**src/hdl/node_presence_aging_table_top_assert.svh**
```systemverilog
// assertion macros for the presence table
`ifndef NODE_PRESENCE_AGING_TABLE_TOP_ASSERT_SVH
`define NODE_PRESENCE_AGING_TABLE_TOP_ASSERT_SVH
`ifndef SYNTH
// property must hold at every rising clock edge outside reset
`define NPAT_ASSERT(lbl, prop, msg) \
   lbl: assert property (@(posedge clock) disable iff (reset) prop) else $error(msg);
// condition must never be seen outside reset
`define NPAT_NEVER(lbl, cond, msg) \
   lbl: assert property (@(posedge clock) disable iff (reset) !(cond)) else $error(msg);
`else
`define NPAT_ASSERT(lbl, prop, msg)
`define NPAT_NEVER(lbl, cond, msg)
`endif
`endif

```
**src/hdl/npat_pkg.sv**
```systemverilog
// shared types and constants of the presence table
`default_nettype none
package npat_pkg;

   localparam int TYPE_W    = 8;
   localparam int ADDR_W    = 11;
   localparam int AGE_W     = 4;
   localparam int CNT_OUT_W = 5;
   localparam int CSR_AW    = 4;
   localparam int CSR_DW    = 32;

   localparam logic [AGE_W-1:0]     AGE_MAX   = 4'd15;
   localparam logic [CNT_OUT_W-1:0] COUNT_MAX = 5'd31;

   // register indexes (byte address bits [3:2])
   localparam logic [1:0] REG_AGE_LIMIT = 2'd0;
   localparam logic [1:0] REG_TYPE_A    = 2'd1;
   localparam logic [1:0] REG_TYPE_B    = 2'd2;
   localparam logic [1:0] REG_TYPE_C    = 2'd3;

   // req_type codes
   localparam logic KIND_FRAME = 1'b0;
   localparam logic KIND_TICK  = 1'b1;

   localparam logic [AGE_W-1:0]  AGE_LIMIT_RST = 4'd4;
   localparam logic [TYPE_W-1:0] TYPE_A_RST    = 8'd0;
   localparam logic [TYPE_W-1:0] TYPE_B_RST    = 8'd1;
   localparam logic [TYPE_W-1:0] TYPE_C_RST    = 8'd2;

   typedef struct packed {
      logic [TYPE_W-1:0] node_type;
      logic [ADDR_W-1:0] node_address;
      logic [AGE_W-1:0]  age;
   } entry_type;

   // one write command to the table
   typedef struct packed {
      logic      wr_data;
      logic      set_valid;
      logic      clr_valid;
      entry_type entry;
   } tbl_wr_type;

endpackage
`default_nettype wire

```
**src/hdl/npat_table.sv**
```systemverilog
// entry memory with per-entry valid bits, one read and one write port
`default_nettype none
module npat_table #(
   parameter int TABLE_ENTRIES = 16,
   parameter int IDX_W         = 4
) (
   input  wire logic                  clock,
   input  wire logic                  reset,
   input  wire logic [IDX_W-1:0]      rd_addr,
   output npat_pkg::entry_type        rd_entry,
   output logic                       rd_valid,
   input  wire logic [IDX_W-1:0]      wr_addr,
   input  wire npat_pkg::tbl_wr_type  wr_cmd
);

   npat_pkg::entry_type mem [TABLE_ENTRIES];
   logic [TABLE_ENTRIES-1:0] valid_ff;
   npat_pkg::entry_type rd_entry_ff;
   logic rd_valid_ff;

   always_ff @(posedge clock) begin
      if (wr_cmd.wr_data) begin
         mem[wr_addr] <= wr_cmd.entry;
      end
      rd_entry_ff <= mem[rd_addr];
   end

   always_ff @(posedge clock) begin
      if (reset) begin
         valid_ff    <= '0;
         rd_valid_ff <= 1'b0;
      end else begin
         if (wr_cmd.set_valid) begin
            valid_ff[wr_addr] <= 1'b1;
         end else if (wr_cmd.clr_valid) begin
            valid_ff[wr_addr] <= 1'b0;
         end
         rd_valid_ff <= valid_ff[rd_addr];
      end
   end

   assign rd_entry = rd_entry_ff;
   assign rd_valid = rd_valid_ff;

endmodule
`default_nettype wire

```
**src/hdl/node_presence_aging_table_top.sv**
```systemverilog
// presence table with aging: top level, sequencer and register port
// a known frame or a tick scans the whole table before its result is loaded, a known frame
// then writes its entry in a finish step; a frame of an unknown type code skips the scan
// throughput: one item at a time, the next item is taken only once the previous result has
// moved into the result register; the scan walks one entry per cycle over the single read port
// reset: synchronous, active high; table empty, registers to defaults, no result pending
`default_nettype none
`include "node_presence_aging_table_top_assert.svh"
module node_presence_aging_table_top #(
   parameter int TABLE_ENTRIES = 16
) (
   input  wire logic                          clock,
   input  wire logic                          reset,
   // input items
   input  wire logic                          req_tvalid,
   output logic                               req_tready,
   input  wire logic [23:0]                   req_tdata,  // node_type[7:0], node_address[18:8]
   input  wire logic                          req_tuser,  // req_type: 0 frame, 1 tick
   // result items
   output logic                               rsp_tvalid,
   input  wire logic                          rsp_tready,
   output logic [15:0]                        rsp_tdata,  // refreshed[0], added[1],
                                                          // dropped_full[2], removed_count[7:3],
                                                          // poll_request[8], entry_count[13:9]
   // register port
   input  wire logic                          csr_psel,
   input  wire logic                          csr_penable,
   input  wire logic                          csr_pwrite,
   input  wire logic [npat_pkg::CSR_AW-1:0]   csr_paddr,
   input  wire logic [npat_pkg::CSR_DW-1:0]   csr_pwdata,
   output logic [npat_pkg::CSR_DW-1:0]        csr_prdata,
   output logic                               csr_pready
);

   localparam int IDX_W = (TABLE_ENTRIES > 1) ? $clog2(TABLE_ENTRIES) : 1;
   localparam int CNT_W = ($clog2(TABLE_ENTRIES + 1) > npat_pkg::CNT_OUT_W) ?
                          $clog2(TABLE_ENTRIES + 1) : npat_pkg::CNT_OUT_W;
   localparam logic [IDX_W-1:0] LAST_IDX = IDX_W'(TABLE_ENTRIES - 1);

   typedef enum logic [1:0] {
      ST_IDLE,
      ST_SCAN,
      ST_FINISH,
      ST_DONE
   } state_type;

   // ---------------------------------------------------------------- registers
   logic [npat_pkg::AGE_W-1:0]  age_limit_ff;
   logic [npat_pkg::TYPE_W-1:0] type_a_ff, type_b_ff, type_c_ff;
   logic csr_we;

   assign csr_we     = csr_psel & csr_penable & csr_pwrite;
   assign csr_pready = 1'b1;

   always_ff @(posedge clock) begin
      if (reset) begin
         age_limit_ff <= npat_pkg::AGE_LIMIT_RST;
         type_a_ff    <= npat_pkg::TYPE_A_RST;
         type_b_ff    <= npat_pkg::TYPE_B_RST;
         type_c_ff    <= npat_pkg::TYPE_C_RST;
      end else if (csr_we) begin
         case (csr_paddr[3:2])
            npat_pkg::REG_AGE_LIMIT: age_limit_ff <= csr_pwdata[npat_pkg::AGE_W-1:0];
            npat_pkg::REG_TYPE_A:    type_a_ff    <= csr_pwdata[npat_pkg::TYPE_W-1:0];
            npat_pkg::REG_TYPE_B:    type_b_ff    <= csr_pwdata[npat_pkg::TYPE_W-1:0];
            npat_pkg::REG_TYPE_C:    type_c_ff    <= csr_pwdata[npat_pkg::TYPE_W-1:0];
            default: ;
         endcase
      end
   end

   always_comb begin
      case (csr_paddr[3:2])
         npat_pkg::REG_AGE_LIMIT: csr_prdata = npat_pkg::CSR_DW'(age_limit_ff);
         npat_pkg::REG_TYPE_A:    csr_prdata = npat_pkg::CSR_DW'(type_a_ff);
         npat_pkg::REG_TYPE_B:    csr_prdata = npat_pkg::CSR_DW'(type_b_ff);
         npat_pkg::REG_TYPE_C:    csr_prdata = npat_pkg::CSR_DW'(type_c_ff);
         default:                 csr_prdata = '0;
      endcase
   end

   // ---------------------------------------------------------------- sequencer state
   state_type state_ff, state_in;
   logic                         kind_ff, kind_in;
   logic [npat_pkg::TYPE_W-1:0]  ntype_ff, ntype_in;
   logic [npat_pkg::ADDR_W-1:0]  naddr_ff, naddr_in;
   logic [IDX_W-1:0] rd_idx_ff, rd_idx_in;
   logic             rd_done_ff, rd_done_in;
   logic             cmp_vld_ff, cmp_vld_in;
   logic [IDX_W-1:0] cmp_idx_ff, cmp_idx_in;
   logic             hit_ff, hit_in;
   logic [IDX_W-1:0] hit_idx_ff, hit_idx_in;
   logic             free_ff, free_in;
   logic [IDX_W-1:0] free_idx_ff, free_idx_in;
   logic [CNT_W-1:0] count_ff, count_in;
   logic [CNT_W-1:0] removed_ff, removed_in;
   logic res_refreshed_ff, res_refreshed_in;
   logic res_added_ff, res_added_in;
   logic res_dropped_ff, res_dropped_in;

   // result register
   logic rsp_valid_ff, rsp_valid_in;
   logic rsp_refreshed_ff, rsp_refreshed_in;
   logic rsp_added_ff, rsp_added_in;
   logic rsp_dropped_ff, rsp_dropped_in;
   logic rsp_poll_ff, rsp_poll_in;
   logic [npat_pkg::CNT_OUT_W-1:0] rsp_removed_ff, rsp_removed_in;
   logic [npat_pkg::CNT_OUT_W-1:0] rsp_count_ff, rsp_count_in;

   // table interface
   npat_pkg::entry_type  tbl_rd_entry;
   logic                 tbl_rd_valid;
   npat_pkg::tbl_wr_type tbl_wr;
   logic [IDX_W-1:0]     tbl_wr_addr;

   logic req_accept;
   logic known_code;
   logic entry_match;
   logic out_free;

   assign req_tready = (state_ff == ST_IDLE);
   assign req_accept = req_tvalid & req_tready;

   // a frame only counts when its type is one of the three codes
   assign known_code = (req_tdata[7:0] == type_a_ff) || (req_tdata[7:0] == type_b_ff) ||
                       (req_tdata[7:0] == type_c_ff);

   assign entry_match = tbl_rd_valid && (tbl_rd_entry.node_type == ntype_ff) &&
                        (tbl_rd_entry.node_address == naddr_ff);

   assign out_free = !rsp_valid_ff || rsp_tready;

   npat_table #(
      .TABLE_ENTRIES (TABLE_ENTRIES),
      .IDX_W         (IDX_W)
   ) u_table (
      .clock    (clock),
      .reset    (reset),
      .rd_addr  (rd_idx_ff),
      .rd_entry (tbl_rd_entry),
      .rd_valid (tbl_rd_valid),
      .wr_addr  (tbl_wr_addr),
      .wr_cmd   (tbl_wr)
   );

   always_comb begin
      state_in         = state_ff;
      kind_in          = kind_ff;
      ntype_in         = ntype_ff;
      naddr_in         = naddr_ff;
      rd_idx_in        = rd_idx_ff;
      rd_done_in       = rd_done_ff;
      cmp_vld_in       = 1'b0;
      cmp_idx_in       = cmp_idx_ff;
      hit_in           = hit_ff;
      hit_idx_in       = hit_idx_ff;
      free_in          = free_ff;
      free_idx_in      = free_idx_ff;
      count_in         = count_ff;
      removed_in       = removed_ff;
      res_refreshed_in = res_refreshed_ff;
      res_added_in     = res_added_ff;
      res_dropped_in   = res_dropped_ff;
      rsp_valid_in     = rsp_valid_ff & ~rsp_tready;
      rsp_refreshed_in = rsp_refreshed_ff;
      rsp_added_in     = rsp_added_ff;
      rsp_dropped_in   = rsp_dropped_ff;
      rsp_poll_in      = rsp_poll_ff;
      rsp_removed_in   = rsp_removed_ff;
      rsp_count_in     = rsp_count_ff;
      tbl_wr           = '0;
      tbl_wr_addr      = cmp_idx_ff;

      case (state_ff)
         ST_IDLE: begin
            if (req_accept) begin
               kind_in          = req_tuser;
               ntype_in         = req_tdata[7:0];
               naddr_in         = req_tdata[18:8];
               rd_idx_in        = '0;
               rd_done_in       = 1'b0;
               hit_in           = 1'b0;
               free_in          = 1'b0;
               removed_in       = '0;
               res_refreshed_in = 1'b0;
               res_added_in     = 1'b0;
               res_dropped_in   = 1'b0;
               // a frame of an unknown type code leaves the table alone
               state_in = (req_tuser || known_code) ? ST_SCAN : ST_DONE;
            end
         end
         ST_SCAN: begin
            // issue stage: one memory read per cycle
            if (!rd_done_ff) begin
               cmp_vld_in = 1'b1;
               cmp_idx_in = rd_idx_ff;
               if (rd_idx_ff == LAST_IDX) begin
                  rd_done_in = 1'b1;
               end else begin
                  rd_idx_in = rd_idx_ff + IDX_W'(1);
               end
            end
            // compare stage: data of the entry read in the previous cycle
            if (cmp_vld_ff) begin
               if (kind_ff) begin
                  if (tbl_rd_valid) begin
                     if (tbl_rd_entry.age > age_limit_ff) begin
                        tbl_wr.clr_valid = 1'b1;
                        removed_in       = removed_ff + CNT_W'(1);
                        count_in         = count_ff - CNT_W'(1);
                     end else if (tbl_rd_entry.age < npat_pkg::AGE_MAX) begin
                        tbl_wr.wr_data   = 1'b1;
                        tbl_wr.entry     = tbl_rd_entry;
                        tbl_wr.entry.age = tbl_rd_entry.age + npat_pkg::AGE_W'(1);
                     end
                  end
               end else begin
                  // keep the first match and the lowest free slot
                  if (entry_match && !hit_ff) begin
                     hit_in     = 1'b1;
                     hit_idx_in = cmp_idx_ff;
                  end
                  if (!tbl_rd_valid && !free_ff) begin
                     free_in     = 1'b1;
                     free_idx_in = cmp_idx_ff;
                  end
               end
               if (cmp_idx_ff == LAST_IDX) begin
                  state_in = kind_ff ? ST_DONE : ST_FINISH;
               end
            end
         end
         ST_FINISH: begin
            tbl_wr.entry.node_type    = ntype_ff;
            tbl_wr.entry.node_address = naddr_ff;
            tbl_wr.entry.age          = '0;
            if (hit_ff) begin
               tbl_wr.wr_data   = 1'b1;
               tbl_wr_addr      = hit_idx_ff;
               res_refreshed_in = 1'b1;
            end else if (free_ff) begin
               tbl_wr.wr_data   = 1'b1;
               tbl_wr.set_valid = 1'b1;
               tbl_wr_addr      = free_idx_ff;
               count_in         = count_ff + CNT_W'(1);
               res_added_in     = 1'b1;
            end else begin
               res_dropped_in = 1'b1;
            end
            state_in = ST_DONE;
         end
         ST_DONE: begin
            // hand over once the result register is free
            if (out_free) begin
               rsp_valid_in     = 1'b1;
               rsp_refreshed_in = res_refreshed_ff;
               rsp_added_in     = res_added_ff;
               rsp_dropped_in   = res_dropped_ff;
               rsp_poll_in      = kind_ff;
               rsp_removed_in   = (removed_ff > CNT_W'(npat_pkg::COUNT_MAX)) ?
                                  npat_pkg::COUNT_MAX : removed_ff[npat_pkg::CNT_OUT_W-1:0];
               rsp_count_in     = (count_ff > CNT_W'(npat_pkg::COUNT_MAX)) ?
                                  npat_pkg::COUNT_MAX : count_ff[npat_pkg::CNT_OUT_W-1:0];
               state_in         = ST_IDLE;
            end
         end
         default: state_in = ST_IDLE;
      endcase
   end

   always_ff @(posedge clock) begin
      // payload and per-item scratch, no reset needed
      kind_ff          <= kind_in;
      ntype_ff         <= ntype_in;
      naddr_ff         <= naddr_in;
      rd_idx_ff        <= rd_idx_in;
      cmp_idx_ff       <= cmp_idx_in;
      hit_ff           <= hit_in;
      hit_idx_ff       <= hit_idx_in;
      free_ff          <= free_in;
      free_idx_ff      <= free_idx_in;
      removed_ff       <= removed_in;
      res_refreshed_ff <= res_refreshed_in;
      res_added_ff     <= res_added_in;
      res_dropped_ff   <= res_dropped_in;
      rsp_refreshed_ff <= rsp_refreshed_in;
      rsp_added_ff     <= rsp_added_in;
      rsp_dropped_ff   <= rsp_dropped_in;
      rsp_poll_ff      <= rsp_poll_in;
      rsp_removed_ff   <= rsp_removed_in;
      rsp_count_ff     <= rsp_count_in;
      if (reset) begin
         state_ff     <= ST_IDLE;
         rd_done_ff   <= 1'b0;
         cmp_vld_ff   <= 1'b0;
         count_ff     <= '0;
         rsp_valid_ff <= 1'b0;
      end else begin
         state_ff     <= state_in;
         rd_done_ff   <= rd_done_in;
         cmp_vld_ff   <= cmp_vld_in;
         count_ff     <= count_in;
         rsp_valid_ff <= rsp_valid_in;
      end
   end

   assign rsp_tvalid = rsp_valid_ff;
   assign rsp_tdata  = {2'b00, rsp_count_ff, rsp_poll_ff, rsp_removed_ff,
                        rsp_dropped_ff, rsp_added_ff, rsp_refreshed_ff};

   // ---------------------------------------------------------------- checks
   // at most one outcome flag per item, tick counts as one
   `NPAT_ASSERT(a_one_outcome, rsp_valid_ff |-> $onehot0({rsp_refreshed_ff, rsp_added_ff, rsp_dropped_ff, rsp_poll_ff}), "more than one outcome flag set")
   // occupancy never beyond table size
   `NPAT_NEVER(a_count_bound, count_ff > CNT_W'(TABLE_ENTRIES), "entry count exceeds table size")
   // removals only reported on ticks
   `NPAT_NEVER(a_removed_on_frame, rsp_valid_ff && !rsp_poll_ff && (rsp_removed_ff != '0), "removal reported on a frame")
   // table is never written while idle
   `NPAT_NEVER(a_no_idle_write, (state_ff == ST_IDLE) && (tbl_wr.wr_data || tbl_wr.set_valid || tbl_wr.clr_valid), "table written while idle")

endmodule
`default_nettype wire

```
**config.mk**
```make
export PLATFORM = sky130hd
export DESIGN_NAME = node_presence_aging_table_top
export DESIGN_NICKNAME = d
export VERILOG_FILES = /design/src/hdl/npat_pkg.sv /design/src/hdl/npat_table.sv /design/src/hdl/node_presence_aging_table_top.sv
export VERILOG_INCLUDE_DIRS = /design/src /design/src/hdl
export SDC_FILE = /design/constraint.sdc
export NUM_CORES = 1
export LEC_CHECK = 0
export ABC_CLOCK_PERIOD_IN_PS = 5700
export BUFFER_PORTS_ARGS = -buffer_cell sky130_fd_sc_hd__buf_2
export CAP_MARGIN = 15
export CORE_MARGIN = 2
export CORE_UTILIZATION = 45
export CTS_CLUSTER_SIZE = 24
export DETAILED_ROUTE_END_ITERATION = 8
export HOLD_SLACK_MARGIN = 0.06
export PLACE_DENSITY = 0.69
export SYNTH_ARGS = -nofsm -noshare
export SYNTH_HDL_FRONTEND = slang
export SYNTH_HIERARCHICAL = 1
export SYNTH_SLANG_ARGS = --single-unit
export TNS_END_PERCENT = 5
```
**constraint.sdc**
```tcl
create_clock -name clock -period 5.7 [get_ports clock]
set_clock_uncertainty 0.15 [all_clocks]
set_input_delay 0.57 -clock clock [delete_from_list [all_inputs] [get_ports clock]]
set_output_delay 0.57 -clock clock [all_outputs]
set_load 0.02 [all_outputs]
```
==> results.txt <==
The final hold slack came out at 0.1069 ns. The tree is rooted in a sky130_fd_sc_hd__clkbuf_16. The total of warnings raised by yosys came out at 6. Of the total power, registers draw 44.8%. TritonCTS built the clock tree. The analysis attributes to net switching a power of 0.002943 W. The wire length of the first global-routing pass is 63820 microns.

By area the synthesized netlist is led by sky130_fd_sc_hd__edfxtp_1 63%, sky130_fd_sc_hd__mux4_2 9.5%, sky130_fd_sc_hd__dfxtp_1 7.6%, sky130_fd_sc_hd__a22o_1 2.0%, sky130_fd_sc_hd__mux4_1 1.5%. The hold violation count in the final report came out at 0. The data arrival at the endpoint of the critical path is 4.26 ns.

The design internal power is 0.007372 W. For this run, the register share of the synthesized area comes to 70.56%. The part of the power in combinational logic is 23.9%. The number of sinks handled by clock tree synthesis came out at 506.

The min-delay analysis places its worst path in the category in2reg. The maximum clock path buffer count came out at 3. The most used flip-flop cell after synthesis is sky130_fd_sc_hd__edfxtp_1. The layout-stage area growth over the synthesis result came out at 12.19%. The die area is 0.04712 sq mm. The final weighted congestion of routability-driven global placement came out at 0.7870. The number of cells upsized or downsized after cts came out at 0. The maximum clock rate came out at 241.4 MHz. The part of the cycle the worst path needs came out at 72.68%. The total power of the final layout came out at 0.01032 W. After detailed routing, the number of remaining DRC violations is 0.

The startpoint-to-endpoint class of the critical path is reg2reg. The number of top-level pins is 119. The total congestion overflow came out at 0.

Summed over all nets, the half-perimeter wirelength after detailed placement is 22790 microns. The number of flip-flops and latches in the synthesized netlist came out at 506. The normalized max-slew margin is 24.96%.

The max capacitance violation total came out at 0. Using the TritonRoute via totals, the vias-per-cell ratio works out to 5.637. The synthesized netlist cell count came out at 1141. The number of global-route vias before repair is 10530. The share of Yosys cell area claimed by the top area cell type is 62.91%. The proportion of layout cells with a drive suffix above 1 is 21.33%. The repair_antennas step left the layout with diodes totalling 0. Grouping stages by cell kind, the critical path spends the most delay in simple AND/OR/NAND/NOR gates. Clock tree synthesis inserted a total of 50 buffers.

Data on the critical path is required at its endpoint by 5.82 ns. The average wire per cell in the routed design is 22.57 microns. The longest individual stage delay on the worst path came out at 0.79 ns. The worst path in the final design needs a cycle of 4.143 ns, including I/O delays and setup. The starting density of the core is 45.31%.

Power spread over the standard cell area amounts to 450.1 mW/mm^2. The number of distinct library cells after synthesis came out at 61. The filler cell count in the final layout is 3605. The initial antenna violation count is 0. The largest total area in the synthesized netlist belongs to sky130_fd_sc_hd__edfxtp_1. The worst-case IR drop observed on VDD is 276.7 uV. The transition at the pin with the smallest max-transition slack came out at 1.122 ns. The worst setup path is captured at a flip-flop. The type of element launching the critical path is a flip-flop. The count of hold-fix buffers inserted at cts came out at 12.

The share of flip-flops with an asynchronous set or reset after synthesis came out at 0%. The final instance count without filler cells is 1861. The clock latency at the later pin of the worst-skew pair is 0.59 ns. Setup repair after global routing left no endpoint under its margin. At the end of the flow, the number of nets in the layout was 1303.

In this run the horizontal extent of the chip is 217.1 microns. Clock-pin slew was measured on the worst setup and hold paths at 0.06 ns. The number of setup buffers added after CTS came out at 0. The floorplan has 78 rows. The detailed-router iteration count before antenna repair is 5. The area inside the core boundary came out at 0.04509 sq mm. The vias after detailed routing came out at 10490. The pin count of the biggest net entering global routing came out at 103. The H-tree generated during clock tree synthesis spans 2 levels.

The flow ran to the end, and the final reports show no timing, DRC or antenna violations. The detail route stage leaves a number of antenna-violating nets equal to 0. The count of final setup violators is 0. The analysis attributes to cell leakage a power of 7.728 nW. The count of buffering cells on the critical path with inverters included is 3. The share of power burned in the clock network came out at 31.2%. The total placed cells including tap cells is 1752. For the final routed database, the setup TNS stands at 0 ns. The switching fraction of total power came out at 28.53%. The critical-path maximum fanout came out at 14. The die outline height is 217.1 microns.

The violation count after the first detailed-routing iteration came out at 931. The global-route total usage across every layer is 18.09%. At the end of the flow the core is filled with cells to 50.83%. Counting stages on the worst path, the most repeated cell is sky130_fd_sc_hd__inv_1.

Counting flops with a built-in enable in the synthesized netlist gives 428. The slowest stage of the critical path belongs to the cell sky130_fd_sc_hd__and3_1. Traced cell by cell, the critical path runs through inv_1 -> ha_1 -> inv_1 -> o21ai_0 -> nor2b_1 -> and3_1 -> buf_4. Port buffering added 60 buffers. The synthesized area per cell came out at 17.90 sq um. The max-slew violation count came out at 0.

The synthesized netlist occupies a cell area of 0.02043 sq mm. The overall routed net length is 42000 microns.
## metrics by stage
| step | setup slack, ns | instance area, sq um |
|---|---|---|
| 3_5_place_dp | 1.610 | 21170 |
| 2_1_floorplan | 2.659 | 20520 |
| 6_report | 1.557 | 22920 |
| 5_1_grt | 1.237 | 22920 |
| 4_1_cts | 1.587 | 22900 |
| 3_3_place_gp | 1.707 | 21170 |
## cells in the final DEF, fill, tap and decap left out, types with 13 or more instances in the layout
cell type                   Yosys  routed
sky130_fd_sc_hd__ha_1          15      15
sky130_fd_sc_hd__and3_1        13      13
sky130_fd_sc_hd__inv_1         15      15
sky130_fd_sc_hd__buf_2          8      61
sky130_fd_sc_hd__and2_1        13      13
sky130_fd_sc_hd__clkbuf_16      0      50
sky130_fd_sc_hd__xnor2_1       18      18
sky130_fd_sc_hd__conb_1         2      27
sky130_fd_sc_hd__nand2_1       17      17
sky130_fd_sc_hd__nor2_1        70      68
sky130_fd_sc_hd__xor2_1        35      35
sky130_fd_sc_hd__mux2i_1       29      29
sky130_fd_sc_hd__nand3_1       20      20
sky130_fd_sc_hd__a221o_1       23      23
sky130_fd_sc_hd__a22o_1        46      46
sky130_fd_sc_hd__mux4_2        86      86
sky130_fd_sc_hd__buf_4         32      27
sky130_fd_sc_hd__clkbuf_1      46      14
sky130_fd_sc_hd__edfxtp_1     428     428
sky130_fd_sc_hd__dfxtp_1       78      78
sky130_fd_sc_hd__a21oi_1       15      15
## cells in the mapped netlist, types with 15 or more instances
| cell | number |
|---|---|
| sky130_fd_sc_hd__edfxtp_1 | 428 |
| sky130_fd_sc_hd__nand2_1 | 17 |
| sky130_fd_sc_hd__nand3_1 | 20 |
| sky130_fd_sc_hd__a221o_1 | 23 |
| sky130_fd_sc_hd__a22o_1 | 46 |
| sky130_fd_sc_hd__clkbuf_1 | 46 |
| sky130_fd_sc_hd__xnor2_1 | 18 |
| sky130_fd_sc_hd__nor2_1 | 70 |
| sky130_fd_sc_hd__inv_1 | 15 |
| sky130_fd_sc_hd__buf_4 | 32 |
| sky130_fd_sc_hd__mux2i_1 | 29 |
| sky130_fd_sc_hd__xor2_1 | 35 |
| sky130_fd_sc_hd__mux4_2 | 86 |
| sky130_fd_sc_hd__a21oi_1 | 15 |
| sky130_fd_sc_hd__ha_1 | 15 |
| sky130_fd_sc_hd__dfxtp_1 | 78 |
## worst paths after layout
kind / from / to / slack [ns] / cells after the start
max reg2reg: state_ff[0]$_SDFFE_PP0P_ / u_table/mem[2][0]$_DFFE_PP_ / 1.56 / 7
min: csr_pwdata[6] / type_a_ff[6]$_SDFFE_PP0P_ / 0.11 / 3
min reg2reg: res_added_ff$_DFFE_PP_ / rsp_added_ff$_DFFE_PP_ / 0.27 / 0
max: state_ff[0]$_SDFFE_PP0P_ / u_table/mem[2][0]$_DFFE_PP_ / 1.56 / 7
## power by group through the flow
stage	logic [W]	registers, W	clock network [W]
floorplan	0.00196	0.00464	0
global placement	0.00244	0.00469	0
detailed placement	0.00247	0.00470	0
CTS	0.00249	0.00462	0.00330
global route	0.00268	0.00465	0.00343
finish	0.00247	0.00462	0.00322
## flip-flops by register name (all words and copies together) (netlist names), 2 cells and up, named ones only
name	cells
free_idx_ff	4
type_c_ff	8
hit_idx_ff	4
state_ff	2
type_b_ff	8
u_table/mem	368
count_ff	5
removed_ff	5
type_a_ff	8
cmp_idx_ff	4
rsp_removed_ff	5
rsp_count_ff	5
ntype_ff	8
age_limit_ff	4
rd_idx_ff	4
u_table/rd_entry	23
naddr_ff	11
## worst min-delay path, cell delays in order
cell and delay [ns]:
sky130_fd_sc_hd__buf_2 0.10, sky130_fd_sc_hd__mux2i_1 0.07, sky130_fd_sc_hd__nor2_1 0.07
## final cells by class
| cell class | instances | area, sq um | area share [%] |
|---|---|---|---|
| sequential | 506 | 14410 | 62.89 |
| multi-input combinational | 543 | 5416 | 23.63 |
| clock buffer | 66 | 1331 | 5.809 |
| tap | 600 | 750.7 | 3.275 |
| timing repair buffer | 102 | 668.1 | 2.915 |
| clock inverter | 28 | 279.0 | 1.217 |
| inverter | 16 | 60.06 | 0.2620 |
## metal layers
| layer | GRT usage, % | up-vias | share of wire, % |
|---|---|---|---|
| met5 | 0 | - | 0 |
| met3 | 3.829 | 50 | 7.3 |
| met1 | 23.95 | 5413 | 41 |
| met2 | 30.23 | 377 | 49 |
| met4 | 5.411 | 0 | 2.0 |
| li1 | - | 4650 | - |
## logic make-up after synthesis
group | count (synthesis) | share of synthesized area (%)
AOI/OAI and AO/OA | 130 | 5.310
xor gates and xnor gates | 53 | 2.272
adders and majority gates | 16 | 1.017
buffers and inverters | 117 | 3.424
DFF | 506 | 70.56
muxes | 132 | 12.72
other | 2 | 0.03676
and+or+nand+nor | 185 | 4.661
Power figures use the tool's default switching activity.
